**src/hw/rtl/iair_pkg.sv**
```systemverilog
// Shared types, codes and constants for the indexed array insert/remove block.
`default_nettype none

package iair_pkg;

    localparam int WORD_W       = 32;
    localparam int IDX_W        = 6;
    localparam int STAT_W       = 2;
    localparam int LEN_W        = 7;
    // wide enough for any count up to the largest supported capacity
    localparam int CNT_W        = 11;
    localparam int CAPACITY_DEF = 64;
    // only the first 2**IDX_W entries can ever be addressed for read-back
    localparam int READ_SPAN    = 64;
    localparam int READ_GRP     = 8;

    localparam logic CMD_INSERT = 1'b0;
    localparam logic CMD_REMOVE = 1'b1;

    localparam logic [STAT_W-1:0] ST_DONE       = 2'd0;
    localparam logic [STAT_W-1:0] ST_BAD_REMOVE = 2'd1;
    localparam logic [STAT_W-1:0] ST_FULL       = 2'd2;

    typedef enum logic [2:0] {
        C_HOLD,
        C_GROW,
        C_SHIFT_UP,
        C_SET,
        C_SHIFT_DOWN
    } cell_op_t;

    typedef enum logic [2:0] {
        S_IDLE,
        S_RD1,
        S_RD2,
        S_APPLY,
        S_RB1,
        S_RB2,
        S_OUT
    } ctl_state_t;

    typedef struct packed {
        cell_op_t          op;
        logic [CNT_W-1:0]  idx;
        logic [CNT_W-1:0]  count;
        logic [WORD_W-1:0] val;
    } cell_ctrl_t;

endpackage

`default_nettype wire

```
**src/hw/rtl/iair_cell.sv**
```systemverilog
// One storage cell of the array: holds one word, shifts with its neighbours.
`default_nettype none

module iair_cell #(
    parameter int POS = 0
) (
    input  wire                                 clk,
    input  iair_pkg::cell_ctrl_t                ctrl,
    input  wire  [iair_pkg::WORD_W-1:0]         prev_data,
    input  wire  [iair_pkg::WORD_W-1:0]         next_data,
    output logic [iair_pkg::WORD_W-1:0]         data
);

    localparam logic [iair_pkg::CNT_W-1:0] P = iair_pkg::CNT_W'(POS);

    logic [iair_pkg::WORD_W-1:0] data_reg;
    logic [iair_pkg::WORD_W-1:0] data_next;

    always_comb
    begin
        data_next = data_reg;
        unique case (ctrl.op)
            iair_pkg::C_HOLD:
            begin
                data_next = data_reg;
            end
            iair_pkg::C_GROW:
            begin
                // zero-fill the gap between old length and index
                if (P == ctrl.idx)
                    data_next = ctrl.val;
                else if (P >= ctrl.count && P < ctrl.idx)
                    data_next = '0;
            end
            iair_pkg::C_SHIFT_UP:
            begin
                if (P == ctrl.idx)
                    data_next = ctrl.val;
                else if (P > ctrl.idx)
                    data_next = prev_data;
            end
            iair_pkg::C_SET:
            begin
                if (P == ctrl.idx)
                    data_next = ctrl.val;
            end
            iair_pkg::C_SHIFT_DOWN:
            begin
                if (P >= ctrl.idx)
                    data_next = next_data;
            end
            default:
            begin
                data_next = data_reg;
            end
        endcase
    end

    always_ff @(posedge clk)
    begin
        data_reg <= data_next;
    end

    assign data = data_reg;

endmodule

`default_nettype wire

```
**config.mk**
```make
export PLATFORM = sky130hd
export DESIGN_NAME = iair_cell
export DESIGN_NICKNAME = d
export VERILOG_FILES = /design/src/hw/rtl/iair_pkg.sv /design/src/hw/rtl/iair_cell.sv
export SDC_FILE = /design/constraint.sdc
export NUM_CORES = 1
export LEC_CHECK = 0
export BUFFER_PORTS_ARGS = -buffer_cell sky130_fd_sc_hd__clkbuf_2
export CELL_PAD_IN_SITES_DETAIL_PLACEMENT = 1
export CELL_PAD_IN_SITES_GLOBAL_PLACEMENT = 1
export CORE_UTILIZATION = 32
export CTS_CLUSTER_DIAMETER = 50
export DETAILED_ROUTE_END_ITERATION = 12
export GPL_ROUTABILITY_DRIVEN = 0
export GPL_TIMING_DRIVEN = 0
export HOLD_SLACK_MARGIN = 0.15
export PLACE_DENSITY_LB_ADDON = 0.1
export SYNTH_ARGS = -nofsm -noshare
export SYNTH_HDL_FRONTEND = slang
export SYNTH_SLANG_ARGS = --single-unit
```
**constraint.sdc**
```tcl
create_clock -name clk -period 4.75 [get_ports clk]
set_input_delay 0.95 -clock clk [delete_from_list [all_inputs] [get_ports clk]]
set_output_delay 0.95 -clock clk [all_outputs]
set_load 0.01 [all_outputs]
```
Word-level counts from Yosys, hierarchy flattened. Cells that the tools add are included.

Flip-flop bits (word level): 32. Output and inout bits: 32.

Reductions and logical operators: 4. Magnitude comparators: 4. Eq/ne operators: 8. Mux-type cells: 7.

Operator list (count): $mux W32 (6); $pmux W32 S4 (1); $ge A1 B11 Y1 const A (2); $gt A1 B11 Y1 const A (1); $logic_not A11 Y1 (1); $lt A1 B11 Y1 const A (1); $eq A3 B2 Y1 const B (2); $ne A3 B3 Y1 const B (2); $reduce_and A5 Y1 (1); $ne A2 B2 Y1 const B (2); $reduce_bool A4 Y1 (1); $eq A3 B1 Y1 const B (1); $eq A3 B3 Y1 const B (1); $logic_and A1 B1 Y1 (1).

Longest topological paths before layout.
Depth in word-level cells: 5. Gate-level depth with buffers: 7.

Worst setup path before layout. No wires, ideal clock.

Kind: input-to-reg. From: input port ctrl[50] (netlist bit). To: register data_reg (netlist bit data[0]) (enable). Path buffers: 2. Data required time: 4.325 ns. Path slack: 0.873 ns. Data arrival time: 3.452 ns. Cell stages on the path: 6. Cell sequence: nor4_1 and3_1 clkbuf_1 clkbuf_1 a31oi_1 o21ai_1.

Cells in the longest elaborated chain, start to end: 4. Elaborated cells on any way between the ends: 10. Classes of those cells: order compare (3); eq/ne (4); reduce/logical (3).

Ends and longest elaborated chain: from (decl) (RTL line iair_cell.sv:8) `input iair_pkg::cell_ctrl_t ctrl,`; $lt A1 B11 Y1 (RTL line iair_cell.sv:32) `else if (P >= ctrl.count && P < ctrl.idx)`; $logic_and A1 B1 Y1 (RTL line iair_cell.sv:32); $ne A3 B3 Y1 (no line); $reduce_and A5 Y1 (no line) (*); to (signal assigned) (RTL line iair_cell.sv:61) `data_reg <= data_next;`; to (decl) (RTL line iair_cell.sv:16) `logic [iair_pkg::WORD_W-1:0] data_reg;`.

Mark *: on every way between the ends. The rest lies on a longest branch, timed or not. A chain may end at the register's enable or synchronous reset.

Worst setup path in the final report.
From: input port ctrl[50] (netlist bit). To: register data_reg (netlist bit data[17]) (enable).

Same word-level chain as after synthesis.

==> results_dict.tcl <==
set metrics [dict create \
    status "completed" \
    worst_slew_pin_slew_ps 667.6 \
    finalNonFillerCells 531 \
    yosysMostFrequentCell "nand2_1" \
    cts_setup_buffers 0 \
    antenna_left 0 \
    start_kind "input pin" \
    die_y_um 92.72 \
    yosysUniqueCellTypes 22 \
    place_area_mm2 0.003561 \
    synth.top_cell.area_share_pct 36.48 \
    drv_slew 0 \
    hp-class "in2reg" \
    synthFlopType "edfxtp_1" \
    grt_start_max_net_pins 18 \
    synth_enable_flop_cells 32 \
    antenna_cells 0 \
    grt_pass1_vias 3013 \
    hold_violations 0 \
    io_pins 154 \
    start_util_pct 33.56 \
    critPathArrivalTime_ps 3310 \
    power_density_mw_per_mm2 198.7 \
    rsz0062_at_grt "false" \
    yosys_warnings 0 \
    cts_buffers 5 \
    p_total_uw 724.1 \
    cts-resized-gates 0 \
    gr-total-overflow 0 \
    cts_root_buf "clkbuf_8" \
    num_vias 2808 \
    fmax_ghz 0.3018 \
    clk_path_buf_depth 2 \
    syn_inst 268 \
    postSynthAreaPerCell_um2 9.828 \
    path_clk_slew_ps 80 \
    netlist_area_mm2 0.002634 \
    cts_tree "built" \
    worst_ir_drop_vdd_mv 0.1176 \
    drcViolationCount 0 \
    grt_antenna_before_repair 0 \
    critPathKind "in2reg" \
    path_max_fanout 17 \
    coreArea_mm2 0.007848 \
    fin_crit_sh_pct 69.75 \
    nets 550 \
    ys_top_cells_by_area "edfxtp_1 (36%), o2bb2ai_2 (13%), a311o_1 (12%)" \
    async_reset_ff_share_pct 0 \
    synth_seq_cells 32 \
    final_cell_area_mm2 0.003643 \
    drive_above_1_share_pct 47.09 \
    die_w_um 92.72 \
    drv_cap 0 \
    first_pass_iters 4 \
    area_growth_syn_to_layout_pct 38.34 \
    seq_area_frac_synth_pct 36.48 \
    die-area_mm2 0.008597 \
    end_kind "register" \
    worst_ep_required_time_ps 4740 \
    cts.sinks 32 \
    dp_cells 523 \
    row_count 32 \
    routed_wl_um 9132 \
    drt_iter0_markers 135 \
    largest_reg_flops 32 \
    synth_nets 390 \
    synth_top_cells_by_count "nand2_1 (62), and3_1 (32), edfxtp_1 (32), nor2_1 (32), a311o_1 (31)" \
    routedWlPerCell_um 17.20 \
    hold_buffers 0 \
    tns_ps 0 \
    synth_top_area_cell "edfxtp_1" \
    setup_violations 0 \
    viasPerCell 5.288 \
    fin_crit_ps 3313 \
    grt_pass1_wl_um 14580 \
    portBuffers 152 \
    cts_max_level 2 \
    hpwl_um 6885 \
    timing.slew.headroom_pct 55.33 \
    grt_use_total_pct 21.70 \
    p_leak_nw 1.619 \
]
==> area by class of cell <==
cell class,instances,area (µm²)
multi-input combinational,208,1525
sequential,32,960.9
timing repair buffer,153,788.3
clock buffer,5,68.82
fill,958,4204
buffer,28,158.9
clock inverter,3,13.76
tap,102,127.6
==> final timing paths <==
| check | startpoint | end | slack [ps] | cells past startpoint |
|---|---|---|---|---|
| max | ctrl[50] | data[17] | 1440 | 8 |
| min | next_data[9] | data[9] | 980 | 3 |
==> power by group <==
part,internal (mW),total [mW],switching (mW)
logic,0.0986,0.194,0.0952
registers,0.314,0.314,0.0000392
clock network,0.0999,0.216,0.116
total,0.512,0.724,0.212
==> metal layers <==
metal | track usage (%) | vias to the layer above | routed length [µm]
met5 | 0 | - | 0
met4 | 3.077 | 0 | 31
met3 | 4.680 | 4 | 547
met2 | 40.37 | 106 | 4675
met1 | 25.96 | 1349 | 3877
li1 | - | 1349 | -
==> cells by family after synthesis <==
group / count (synthesis) / synth area share (%)
and+or+nand+nor: 142 / 24.70
AOI/OAI and AO/OA: 66 / 32.78
buffers and inverters: 28 / 6.033
DFF: 32 / 36.48
==> through the flow <==
stage	utilization, %	setup slack [ps]	hold WS (ps)
after floorplan	-	872.6	1146
after CTS	46.43	1362	968.1
final	46.43	1437	978.4
after global routing	46.43	1269	982.8
after detailed placement	45.38	1055	1265
after global placement	44.88	-559.6	1251
==> worst max-delay path, stage by stage <==
cell	delay, ps
clkbuf_2	80
nor4_1	350
and3_1	210
clkbuf_1	300
clkbuf_1	440
a31oi_1	140
o21ai_4	580
buf_16	240
==> layout by cell type, fill, tap and decap left out <==
cell type	instances
a311o_1	31
a31oi_1	1
a32oi_1	1
and3_1	32
buf_16	1
buf_2	7
buf_6	3
buf_8	2
clkbuf_1	16
clkbuf_2	152
clkbuf_8	5
clkinv_1	1
clkinv_2	2
edfxtp_1	32
nand2_1	62
nand2b_1	2
nand3_1	4
nor2_1	32
nor2b_1	2
nor3_1	1
nor3b_1	1
nor4_1	5
o21ai_1	1
o21ai_4	1
o2bb2ai_1	2
o2bb2ai_2	23
o2bb2ai_4	6
or3b_1	1
(Power assumes the default switching activity.)
